$ cat config.mk
export PLATFORM = sky130hd
export DESIGN_NAME = pll_divider_search
export DESIGN_NICKNAME = d
export VERILOG_FILES = /design/src/hdl/pds_pkg.sv /design/src/hdl/pds_acc_unit.sv /design/src/hdl/pds_pick.sv /design/src/hdl/pll_divider_search.sv
export SDC_FILE = /design/constraint.sdc
export NUM_CORES = 1
export LEC_CHECK = 0
export BUFFER_PORTS_ARGS = -buffer_cell sky130_fd_sc_hd__buf_2
export CAP_MARGIN = 20
export CORE_AREA = 3 3 155 97
export DETAILED_ROUTE_END_ITERATION = 10
export DIE_AREA = 0 0 158 100
export PLACE_DENSITY = 0.75
export SYNTH_ARGS = -nofsm -noshare
export SYNTH_HDL_FRONTEND = slang
export SYNTH_HIERARCHICAL = 1
export SYNTH_SLANG_ARGS = --single-unit
$ cat constraint.sdc
create_clock -name clock -period 11.8 [get_ports clock]
set_input_delay 0.59 -clock clock [delete_from_list [all_inputs] [get_ports clock]]
set_output_delay 0.59 -clock clock [all_outputs]
set_load 0.005 [all_outputs]
$ cat src/hdl/pds_pkg.sv
package pds_pkg;

   // Widths of the step remainder, quotient, pixel clock, loop divider, best remainder and divider registers
   localparam int REM_W  = 13;
   localparam int K_W    = 9;
   localparam int QP_W   = 4;
   localparam int P_W    = 16;
   localparam int LDF_W  = 12;
   localparam int BEST_W = 16;
   localparam int POST_W = 5;
   localparam int IDX_W  = 2;

   // One reference step is 50 MHz in centi-MHz
   localparam logic [REM_W-1:0]  STEP_CENTI = 13'd5000;
   localparam logic [BEST_W-1:0] START_BEST = 16'd10000;
   localparam logic [4:0]        FIELD_CONST = 5'h15;
   localparam logic [POST_W-1:0] POST_FIRST = 5'd1;
   localparam logic [POST_W-1:0] POST_LAST  = 5'd31;
   localparam logic [IDX_W-1:0]  IDX_LAST   = 2'd3;

   // Legal window: ref 100..1800 MHz gives k 2..36; vco 600..1800 MHz and
   // the loop divider range 8..225 together give ldf 12..36
   localparam logic [K_W-1:0]   K_MIN   = 9'd2;
   localparam logic [K_W-1:0]   K_MAX   = 9'd36;
   localparam logic [LDF_W-1:0] LDF_MIN = 12'd12;
   localparam logic [LDF_W-1:0] LDF_MAX = 12'd36;

   typedef enum logic [2:0] {
      ST_IDLE,
      ST_REDUCE,
      ST_START,
      ST_PAIR,
      ST_DONE
   } state_type;

   typedef enum logic [2:0] {
      ACC_HOLD,
      ACC_LOAD,
      ACC_REDUCE,
      ACC_START,
      ACC_ADVANCE
   } acc_op_type;

   typedef struct packed {
      acc_op_type      op;
      logic [P_W-1:0]  clock;
   } acc_ctrl_type;

   typedef struct packed {
      logic             reduce_done;
      logic [K_W-1:0]   k;
      logic [REM_W-1:0] r;
   } acc_stat_type;

   typedef struct packed {
      logic              clear;
      logic              enable;
      logic [IDX_W-1:0]  odf_idx;
      logic [POST_W-1:0] post;
   } pick_ctrl_type;

endpackage

$ cat src/hdl/pds_acc_unit.sv
module pds_acc_unit (
   input  logic                  clock,
   input  pds_pkg::acc_ctrl_type ctrl,
   output pds_pkg::acc_stat_type stat
);
   import pds_pkg::*;

   logic [P_W-1:0]   rp_ff, rp_in;
   logic [QP_W-1:0]  qp_ff, qp_in;
   logic [K_W-1:0]   k_ff, k_in;
   logic [REM_W-1:0] r_ff, r_in;
   logic [P_W-1:0]   add_a;
   logic [P_W-1:0]   add_b;
   logic [P_W-1:0]   sum;
   logic             ge_step;
   logic [P_W-1:0]   wrapped;

   // Shared add and compare against one step
   always_comb begin
      add_a = (ctrl.op == ACC_ADVANCE) ? P_W'(r_ff) : rp_ff;
      add_b = (ctrl.op == ACC_ADVANCE) ? rp_ff : '0;
      sum     = add_a + add_b;
      ge_step = (sum >= P_W'(STEP_CENTI));
      wrapped = sum - P_W'(STEP_CENTI);
   end

   // Select next values per operation
   always_comb begin
      rp_in = rp_ff;
      qp_in = qp_ff;
      k_in  = k_ff;
      r_in  = r_ff;
      case (ctrl.op)
         ACC_LOAD: begin
            rp_in = ctrl.clock;
            qp_in = '0;
         end
         ACC_REDUCE: begin
            if (ge_step) begin
               rp_in = wrapped;
               qp_in = qp_ff + QP_W'(1);
            end
         end
         ACC_START: begin
            k_in = K_W'(qp_ff);
            r_in = rp_ff[REM_W-1:0];
         end
         ACC_ADVANCE: begin
            if (ge_step) begin
               r_in = wrapped[REM_W-1:0];
               k_in = k_ff + K_W'(qp_ff) + K_W'(1);
            end else begin
               r_in = sum[REM_W-1:0];
               k_in = k_ff + K_W'(qp_ff);
            end
         end
         default: begin
         end
      endcase
   end

   always_ff @(posedge clock) begin
      rp_ff <= rp_in;
      qp_ff <= qp_in;
      k_ff  <= k_in;
      r_ff  <= r_in;
   end

   assign stat.reduce_done = (rp_ff < P_W'(STEP_CENTI));
   assign stat.k           = k_ff;
   assign stat.r           = r_ff;

endmodule

$ cat src/hdl/pds_pick.sv
module pds_pick (
   input  logic                   clock,
   input  pds_pkg::pick_ctrl_type ctrl,
   input  pds_pkg::acc_stat_type  stat,
   output logic [31:0]            word,
   output logic                   found
);
   import pds_pkg::*;

   logic [BEST_W-1:0] best_ff, best_in;
   logic [POST_W-1:0] best_post_ff, best_post_in;
   logic [7:0]        best_ldf_ff, best_ldf_in;
   logic [IDX_W-1:0]  best_code_ff, best_code_in;
   logic              have_ff, have_in;
   logic [LDF_W-1:0]  ldf;
   logic [BEST_W-1:0] rem;
   logic              legal;

   // Scale quotient and remainder by the output divider
   always_comb begin
      ldf   = LDF_W'(stat.k) << ctrl.odf_idx;
      rem   = BEST_W'(stat.r) << ctrl.odf_idx;
      legal = (stat.k >= K_MIN) && (stat.k <= K_MAX) &&
              (ldf >= LDF_MIN) && (ldf <= LDF_MAX);
   end

   // Keep the first pair with the smallest remainder
   always_comb begin
      best_in      = best_ff;
      best_post_in = best_post_ff;
      best_ldf_in  = best_ldf_ff;
      best_code_in = best_code_ff;
      have_in      = have_ff;
      if (ctrl.clear) begin
         best_in = START_BEST;
         have_in = 1'b0;
      end else if (ctrl.enable && legal && (rem < best_ff)) begin
         best_in      = rem;
         best_post_in = ctrl.post;
         best_ldf_in  = ldf[7:0];
         best_code_in = ctrl.odf_idx;
         have_in      = 1'b1;
      end
   end

   always_ff @(posedge clock) begin
      best_ff      <= best_in;
      best_post_ff <= best_post_in;
      best_ldf_ff  <= best_ldf_in;
      best_code_ff <= best_code_in;
      have_ff      <= have_in;
   end

   assign found = have_ff;
   assign word  = have_ff ? {3'b000, best_post_ff, best_ldf_ff, 9'd0, best_code_ff, FIELD_CONST}
                          : 32'd0;

endmodule

$ cat src/hdl/pll_divider_search.sv
// Channel  Direction  Beat contents
// req      in         tdata[15:0] pixel_clock_centi_mhz
// rsp      out        tdata[31:0] pll_word, tuser[0] found
//
// After a request is accepted, the shared subtractor splits the clock into
// steps of 50 MHz until the remainder is seen to settle below one step; then
// the accumulator is seeded, the divider pairs are scanned one pair a cycle
// through the shared accumulator, and the output register is loaded.
// req_tready is high only when idle.
// A result waits in the output register; a new request is taken meanwhile.
// A search that ends while the previous result still waits holds until it goes.
// reset is synchronous and clears the sequencer and the output valid.
module pll_divider_search (
   input  logic        clock,
   input  logic        reset,
   input  logic        req_tvalid,
   output logic        req_tready,
   input  logic [15:0] req_tdata,   // [15:0] pixel_clock_centi_mhz
   output logic        rsp_tvalid,
   input  logic        rsp_tready,
   output logic [31:0] rsp_tdata,   // [31:0] pll_word
   output logic [0:0]  rsp_tuser    // [0] found
);
   import pds_pkg::*;

   state_type         state_ff, state_in;
   logic [POST_W-1:0] post_ff, post_in;
   logic [IDX_W-1:0]  idx_ff, idx_in;
   logic              rsp_valid_ff, rsp_valid_in;
   logic [31:0]       rsp_word_ff;
   logic              rsp_found_ff;
   logic              req_beat;
   logic              out_free;
   logic              last_pair;
   acc_ctrl_type      acc_ctrl;
   acc_stat_type      acc_stat;
   pick_ctrl_type     pick_ctrl;
   logic [31:0]       pick_word;
   logic              pick_found;

   assign req_beat  = req_tvalid && req_tready;
   assign out_free  = !rsp_valid_ff || rsp_tready;
   assign last_pair = (idx_ff == IDX_LAST) && (post_ff == POST_LAST);

   // Next state
   always_comb begin
      state_in = state_ff;
      case (state_ff)
         ST_IDLE:   if (req_beat) state_in = ST_REDUCE;
         ST_REDUCE: if (acc_stat.reduce_done) state_in = ST_START;
         ST_START:  state_in = ST_PAIR;
         ST_PAIR:   if (last_pair) state_in = ST_DONE;
         ST_DONE:   if (out_free) state_in = ST_IDLE;
         default:   state_in = ST_IDLE;
      endcase
   end

   // Sequencer outputs
   always_comb begin
      req_tready        = 1'b0;
      acc_ctrl.op       = ACC_HOLD;
      acc_ctrl.clock    = req_tdata;
      pick_ctrl.clear   = 1'b0;
      pick_ctrl.enable  = 1'b0;
      pick_ctrl.odf_idx = idx_ff;
      pick_ctrl.post    = post_ff;
      post_in           = post_ff;
      idx_in            = idx_ff;
      case (state_ff)
         ST_IDLE: begin
            req_tready      = 1'b1;
            acc_ctrl.op     = ACC_LOAD;
            pick_ctrl.clear = 1'b1;
         end
         ST_REDUCE: begin
            acc_ctrl.op = ACC_REDUCE;
         end
         ST_START: begin
            acc_ctrl.op = ACC_START;
            post_in     = POST_FIRST;
            idx_in      = '0;
         end
         ST_PAIR: begin
            pick_ctrl.enable = 1'b1;
            idx_in           = idx_ff + IDX_W'(1);
            if ((idx_ff == IDX_LAST) && !last_pair) begin
               acc_ctrl.op = ACC_ADVANCE;
               post_in     = post_ff + POST_W'(1);
            end
         end
         default: begin
         end
      endcase
   end

   // Output register valid
   always_comb begin
      rsp_valid_in = rsp_valid_ff;
      if (rsp_tready) rsp_valid_in = 1'b0;
      if (state_ff == ST_DONE && out_free) rsp_valid_in = 1'b1;
   end

   always_ff @(posedge clock) begin
      if (reset) begin
         state_ff     <= ST_IDLE;
         rsp_valid_ff <= 1'b0;
      end else begin
         state_ff     <= state_in;
         rsp_valid_ff <= rsp_valid_in;
      end
   end

   // Counters and result payload
   always_ff @(posedge clock) begin
      post_ff <= post_in;
      idx_ff  <= idx_in;
      if (state_ff == ST_DONE && out_free) begin
         rsp_word_ff  <= pick_word;
         rsp_found_ff <= pick_found;
      end
   end

   pds_acc_unit u_acc (
      .clock (clock),
      .ctrl  (acc_ctrl),
      .stat  (acc_stat)
   );

   pds_pick u_pick (
      .clock (clock),
      .ctrl  (pick_ctrl),
      .stat  (acc_stat),
      .word  (pick_word),
      .found (pick_found)
   );

   assign rsp_tvalid   = rsp_valid_ff;
   assign rsp_tdata    = rsp_word_ff;
   assign rsp_tuser[0] = rsp_found_ff;

`ifndef SYNTHESIS
   // Remainder stays below one step while pairs are scanned
   a_rem_range: assert property (@(posedge clock) disable iff (reset)
      state_ff == ST_PAIR |-> acc_stat.r < STEP_CENTI)
      else $error("step remainder out of range");

   // Post divider counter stays within its range while scanning
   a_post_range: assert property (@(posedge clock) disable iff (reset)
      state_ff == ST_PAIR |-> (post_ff >= POST_FIRST) && (post_ff <= POST_LAST))
      else $error("post divider counter out of range");

   // A result without a legal pair carries a zero word
   a_zero_word: assert property (@(posedge clock) disable iff (reset)
      rsp_tvalid && !rsp_tuser[0] |-> rsp_tdata == 32'd0)
      else $error("word not zero without a legal pair");

   // A found word carries the fixed field and a legal loop divider
   a_found_word: assert property (@(posedge clock) disable iff (reset)
      rsp_tvalid && rsp_tuser[0] |-> (rsp_tdata[4:0] == FIELD_CONST) &&
      (rsp_tdata[23:16] >= LDF_MIN[7:0]) && (rsp_tdata[23:16] <= LDF_MAX[7:0]))
      else $error("found word malformed");

   // Finishing a search presents a result on the next cycle
   a_done_load: assert property (@(posedge clock) disable iff (reset)
      state_ff == ST_DONE && out_free |=> rsp_valid_ff && state_ff == ST_IDLE)
      else $error("finished search did not present a result");
`endif

endmodule
==> results of run 1 <==
## sequential cells by signal (all words and copies together), names as in the netlist
name / cells
u_pick/best_ldf_ff: 8
u_acc/r_ff: 13
u_pick/best_post_ff: 5
u_pick/best_code_ff: 2
u_acc/rp_ff: 16
rsp_tvalid: 1
u_acc/k_ff: 9
state_ff: 3
idx_ff: 2
u_pick/best_ff: 16
u_acc/qp_ff: 4
u_pick/found: 1
post_ff: 5
rsp_tuser: 1
rsp_tdata: 32
## cell usage after synthesis (all sizes together), types with 3 or more instances
library cell	instances	area, µm²
a31oi	8	50.1
or3	8	50.1
nor3	16	90.1
mux2i	30	300
a21o	11	82.6
or3b	4	35.0
dfxtp	21	420
xor2	17	156
o21a	3	22.5
nor3b	6	60.1
nand3b	8	60.1
nor2	51	199
or4	3	22.5
a211oi	6	60.1
edfxtp	97	2910
and2	30	190
nand2b	5	31.3
a21oi	36	180
ha	40	500
o31ai	12	90.1
nor2b	4	25.0
clkbuf	23	87.6
and3	20	125
inv	20	75.1
a22oi	3	22.5
nand2	94	353
buf	33	253
nand3	19	95.1
and4	3	26.3
xnor2	21	203
o211ai	6	63.8
mux2	8	90.1
nand4	18	113
o21ai	40	200
a211o	9	80.1
## cells by family after synthesis
family / after synthesis / share of synthesized area [%]
AOI/OAI and AO/OA: 153 / 14.4
xor gates and xnor gates: 38 / 4.66
adders and majority gates: 42 / 7.01
buffers and inverters: 77 / 5.44
DFF: 118 / 43.2
muxes: 38 / 5.06
other: 1 / 0.0486
and+or+nand+nor: 298 / 20.2
## path summary, 6_finish.rpt
check / from / end / slack (ps) / depth (start not counted)
max reg2reg: idx_ff[1] / u_acc/rp_ff[0] / 5350 / 20
min: reset / rsp_tvalid / 410 / 2
max: idx_ff[1] / u_acc/rp_ff[0] / 5350 / 20
min reg2reg: u_pick/best_ff[6] / u_pick/best_ff[6] / 480 / 2
## routing by layer
layer	part of all wire, %	track usage [%]	wire length, µm	vias up
met3	7.3	4.35	1280	29
met1	47	33.2	8230	2816
met4	1.5	6.74	257	0
met2	45	35.1	7850	225
li1	-	-	-	2870
met5	0	0	0	-
## critical path: cells and delay by family (launching register included)
kind,cells,cell delay [ps]
compound gates,7,1550
xor+xnor,1,530
fa+ha+maj,3,830
buf+inv,3,780
flops,1,860
simple gates,6,1610
## cell type report
type | count | area [µm²] | area share [%]
multi-input combinational | 583 | 4020 | 46.9
clock inverter | 15 | 146 | 1.71
sequential | 118 | 3330 | 38.9
clock buffer | 17 | 425 | 4.96
inverter | 21 | 78.8 | 0.919
tap | 175 | 219 | 2.55
timing repair buffer | 63 | 353 | 4.11
## power by group
group / switching, µW / internal (µW) / leakage (µW) / total, µW
Combinational: 133 / 78.5 / 0.00212 / 212
Clock: 203 / 294 / 0.000269 / 497
Sequential: 25.1 / 477 / 0.00105 / 502
Total: 362 / 849 / 0.00344 / 1210
## metrics by stage
| step | utilization [%] | instances | total power (µW) |
|---|---|---|---|
| 2_1_floorplan | - | 778 | 664 |
| 3_3_place_gp | 58.6 | 957 | 705 |
| 3_5_place_dp | 58.6 | 957 | 712 |
| 4_1_cts | 62.8 | 989 | 1210 |
| 5_1_grt | 63.1 | 992 | 1260 |
| 6_report | 63.1 | 992 | 1210 |
==> impl_metrics.csv, run 1 <==
group,metric,value,unit
clocking,cts.clk_slew.worst_paths,60,ps
sta,clock-skew-final,10.4,ps
grt,grt_overflow,0,
sta,final.setup.tns,0,ps
clocking,cts_made_buffers,17,
die,initial_core_util,56.8,%
sta,worstMarginPinSlew,1050,ps
final_layout,nNetsFinal,866,
clocking,h-tree-depth,4,
detailed_routing,viasPerCell,5.99,
yosys,synth_warnings,6,
sta,rsz0062_at_grt,"no",
critical_path,crit_slowest_cell,"edfxtp_1",
critical_path,crit_type,"reg -> reg",
placed_design,dpl-instance-area,0.00797,mm²
detailed_routing,routed-via-count,5940,
die,fp.dieArea,0.0158,mm²
critical_path,critPathLaunchType,"flip-flop",
clocking,cts_tree,"done",
yosys,synth_top_flop_cell,"edfxtp_1",
yosys,syn-cell-area,0.00771,mm²
outcome,outcome,"completed",
sta,final.setup.worst_slack,5350,ps
die,rows,33,
placed_design,numPortBuffers,54,
die,core_area,0.0136,mm²
pwr,leakage,0.00344,µW
clocking,cts_resized,0,
yosys,synth_edf_count,97,
sta,period_needed,6450,ps
final_layout,design_area,0.00857,mm²
final_layout,syn_to_final_growth,11.2,%
final_layout,fill_cells,1077,
final_layout,antenna_cells,0,
sta,setup_viol,0,
yosys,async_reset_ff_share,0,%
pwr,ir_drop,89.8,µV
detailed_routing,antenna_left,0,
placed_design,gp_congestion,0.915,
yosys,synth_cell_types,81,
grt,grt_antenna_before_repair,0,
critical_path,cp_data_required_time,11920,ps
grt,grt_pass1_wl,28500,µm
sta,finalMaxSlewViolations,0,
yosys,yosys_register_bits,118,
detailed_routing,drt-total-wl,17600,µm
die,die_y,100,µm
detailed_routing,drt_iter0_markers,678,
critical_path,slowest_delay,860,ps
final_layout,layout_common_cells,"edfxtp_1 (97), nand2_1 (94), buf_2 (54)",
critical_path,crit_chain,"ha_1, nand2b_1, nor2_1, buf_4, and2_1, nand2_1, nand2_1, ha_1, fa_1, a211oi_2, o211ai_2, a41oi_4, o21bai_1, a21o_1, xor2_1, a221oi_4, buf_4, or3b_1, a21oi_2, buf_8",
placed_design,dp_worst_setup_slack,5040,ps
die,die_w,158,µm
detailed_routing,dr.pass1.iters,6,
clocking,clockBufferDepth,2,
clocking,clock-sinks,118,
clocking,clock_latency,420,ps
sta,hold_violations,0,
critical_path,end_kind,"flip-flop",
yosys,avgSynthCellArea,10.1,µm²
yosys,postSynthCellCount,765,
die,io_pins,55,
critical_path,cp.arrival,6570,ps
grt,grtUsageTotal,22.8,%
grt,grt_max_degree,50,
sta,timing.hold.ws,410,ps
yosys,yosysSeqAreaShare,43.2,%
clocking,root_buffer,"clkbuf_16",
pwr,power.density,141,mW/mm²
sta,fmax,155,MHz
grt,grt_pass1_vias,5735,
flow_run,max_cap_viol_count,0,
clocking,postCtsHoldBufs,0,
final_layout,layout_commonest_cell,"edfxtp_1",
final_layout,layout-drive-gt1-share,16.2,%
hold_path,hold_path.class,"in -> reg",
clocking,postCtsSetupRepairBufs,0,
detailed_routing,wl_per_cell,17.8,µm
sta,post-route-period-util,54.7,%
placed_design,dp_hpwl,12600,µm
critical_path,worstPathMaxFanout,27,
sta,relSlewSlack,29.8,%
detailed_routing,drc,0,
(Power assumes the default switching activity.)
==> run 2, diff against run 1 <==
==> constraint.sdc (replaced) <==
create_clock -name clock -period 6.2 [get_ports clock]
set_input_delay 0.31 -clock clock [delete_from_list [all_inputs] [get_ports clock]]
set_output_delay 0.31 -clock clock [all_outputs]
set_load 0.005 [all_outputs]
==> run 2 against run 1 <==
Net effect:
- design area grew 0.66%
- largest cell class unchanged
- highest routed layer unchanged
- first-iteration DRC count fell by 37%
- clock-buffer cell count unchanged
- critical endpoint is now u_acc/rp_ff[1]
- critical path type unchanged
==> impl_metrics.csv, run 2 (same netlist as run 1, synthesis figures left out) <==
group,metric,value,unit
detailed_routing,drc,0,
final_layout,design_area,0.00863,mm²
final_layout,top_regs,"rsp_tdata: 32 flops, u_acc/rp_ff: 16 flops, u_pick/best_ff: 16 flops",
clocking,postCtsHoldBufs,0,
final_layout,largest_reg_flops,32,
pwr,power.density,270,mW/mm²
placed_design,place_inst,963,
die,initial_core_util,56.8,%
critical_path,cp.arrival,5920,ps
clocking,cts.clk_slew.worst_paths,60,ps
sta,hold_violations,0,
die,die_y,100,µm
sta,relSlewSlack,30.5,%
sta,worstMarginPinSlew,1040,ps
detailed_routing,wl_per_cell,17.8,µm
placed_design,gp_congestion,0.946,
grt,grt_max_degree,44,
flow_run,max_cap_viol_count,0,
grt,grt_overflow,0,
sta,post-route-period-util,93.5,%
grt,grt_antenna_before_repair,0,
critical_path,crit_type,"reg -> reg",
grt,grtUsageTotal,23.1,%
final_layout,antenna_cells,0,
placed_design,numPortBuffers,54,
grt,grt_pass1_vias,5795,
final_layout,multi_input_area,0.00403,mm²
final_layout,layout-drive-gt1-share,16.7,%
die,die_w,158,µm
hold_path,hold_depth,2,
pwr,ir_drop,169,µV
die,io_pins,55,
clocking,h-tree-depth,4,
detailed_routing,drt-total-wl,17800,µm
grt,grt_pass1_wl,28800,µm
critical_path,worst-path-stages,21,
critical_path,end_kind,"flip-flop",
pwr,leakage,0.00347,µW
critical_path,worstPathMaxFanout,20,
critical_path,critPathLaunchType,"flip-flop",
clocking,root_buffer,"clkbuf_16",
detailed_routing,viasPerCell,6.02,
detailed_routing,antenna_left,0,
placed_design,dp_worst_setup_slack,262,ps
hold_path,hold_path.class,"in -> reg",
final_layout,regArea,0.00333,mm²
final_layout,layout_common_cells,"edfxtp_1 (97), nand2_1 (94), buf_2 (54)",
sta,fmax,173,MHz
die,fp.dieArea,0.0158,mm²
critical_path,rrSetupSlack,410,ps
clocking,clock-sinks,118,
placed_design,dpl-instance-area,0.00802,mm²
sta,clock-skew-final,12.0,ps
detailed_routing,drt_iter0_markers,426,
sta,setup_viol,0,
clocking,clockBufferDepth,2,
critical_path,cp_top_family,"simple AND/OR/NAND/NOR gates",
critical_path,slowest_delay,430,ps
pwr,total_power,2330,µW
die,core_area,0.0136,mm²
final_layout,top_register,"rsp_tdata",
clocking,cts_tree,"done",
critical_path,crit_chain,"ha_1, and3_1, ha_1, nand2b_1, nor2_1, buf_4, and2_1, buf_4, nand2_1, nand2_1, ha_1, a21oi_2, mux2i_1, o21ai_0, a211oi_2, nand2_1, o211ai_4, a221oi_4, or3b_1, a21oi_4, buf_12",
detailed_routing,routed-via-count,5997,
critical_path,cp_data_required_time,6320,ps
final_layout,fill_cells,1050,
detailed_routing,dr.pass1.iters,5,
sta,final.setup.tns,0,ps
clocking,cts_made_buffers,17,
critical_path,crit_slowest_cell,"edfxtp_1",
final_layout,syn_to_final_growth,11.9,%
sta,finalMaxSlewViolations,0,
final_layout,layout_commonest_cell,"edfxtp_1",
die,rows,33,
critical_path,critPathBufInv,3,
sta,rsz0062_at_grt,"no",
critical_path,r2r_cells,21,
outcome,outcome,"completed",
sta,final.setup.worst_slack,405,ps
sta,period_needed,5790,ps
final_layout,nNetsFinal,870,
clocking,clock_latency,410,ps
placed_design,dp_hpwl,12700,µm
final_layout,fin_cells,996,
==> run 2: metal layers <==
layer / track usage [%] / share of wire [%] / routed length [µm] / vias to the layer above
met5: 0 / 0 / 0 / -
met4: 6.01 / 0.87 / 155 / 0
met3: 6.20 / 7.8 / 1390 / 17
met2: 34.5 / 45 / 8050 / 238
met1: 33.5 / 46 / 8160 / 2866
li1: - / - / - / 2876
==> run 2: power breakdown <==
group	internal [µW]	switching [µW]
Sequential	907	47.2
Clock	569	399
Combinational	153	255
Total	1630	701
==> run 2: stage by stage <==
stage | hold WS (ps) | util, %
global placement | 457 | 59.1
finish | 135 | 63.5
global route | 138 | 63.5
floorplan | 379 | -
CTS | 110 | 63.3
detailed placement | 465 | 59.1
==> run 2: path summary, 6_finish.rpt <==
kind | startpoint | end
setup / recovery | post_ff[0] | u_acc/rp_ff[1]
hold / removal | reset | rsp_tvalid
setup reg to reg | post_ff[0] | u_acc/rp_ff[1]
hold reg to reg | u_pick/best_ff[1] | u_pick/best_ff[1]
==> run 2: cell type report <==
cell class | count | area share, %
clock inverter | 15 | 1.81
tap | 175 | 2.54
inverter | 21 | 0.913
clock buffer | 17 | 4.93
timing repair buffer | 67 | 4.49
sequential | 118 | 38.6
multi-input combinational | 583 | 46.7
==> run 2: worst reg2reg max path, cell delays in order, from the launching register on <==
cell and delay, ps:
edfxtp_1 430, ha_1 250, and3_1 190, ha_1 210, nand2b_1 170, nor2_1 310, buf_4 310, and2_1 380
buf_4 290, nand2_1 80, nand2_1 70, ha_1 330, a21oi_2 270, mux2i_1 210, o21ai_0 120, a211oi_2 300
nand2_1 210, o211ai_4 300, a221oi_4 110, or3b_1 410, a21oi_4 340, buf_12 200
==> run 2: repair_timing <==
action | CTS | global route
buffers inserted | 0 | 0
resized for setup | 0 | 2
endpoints found under the setup margin | 0 | 20
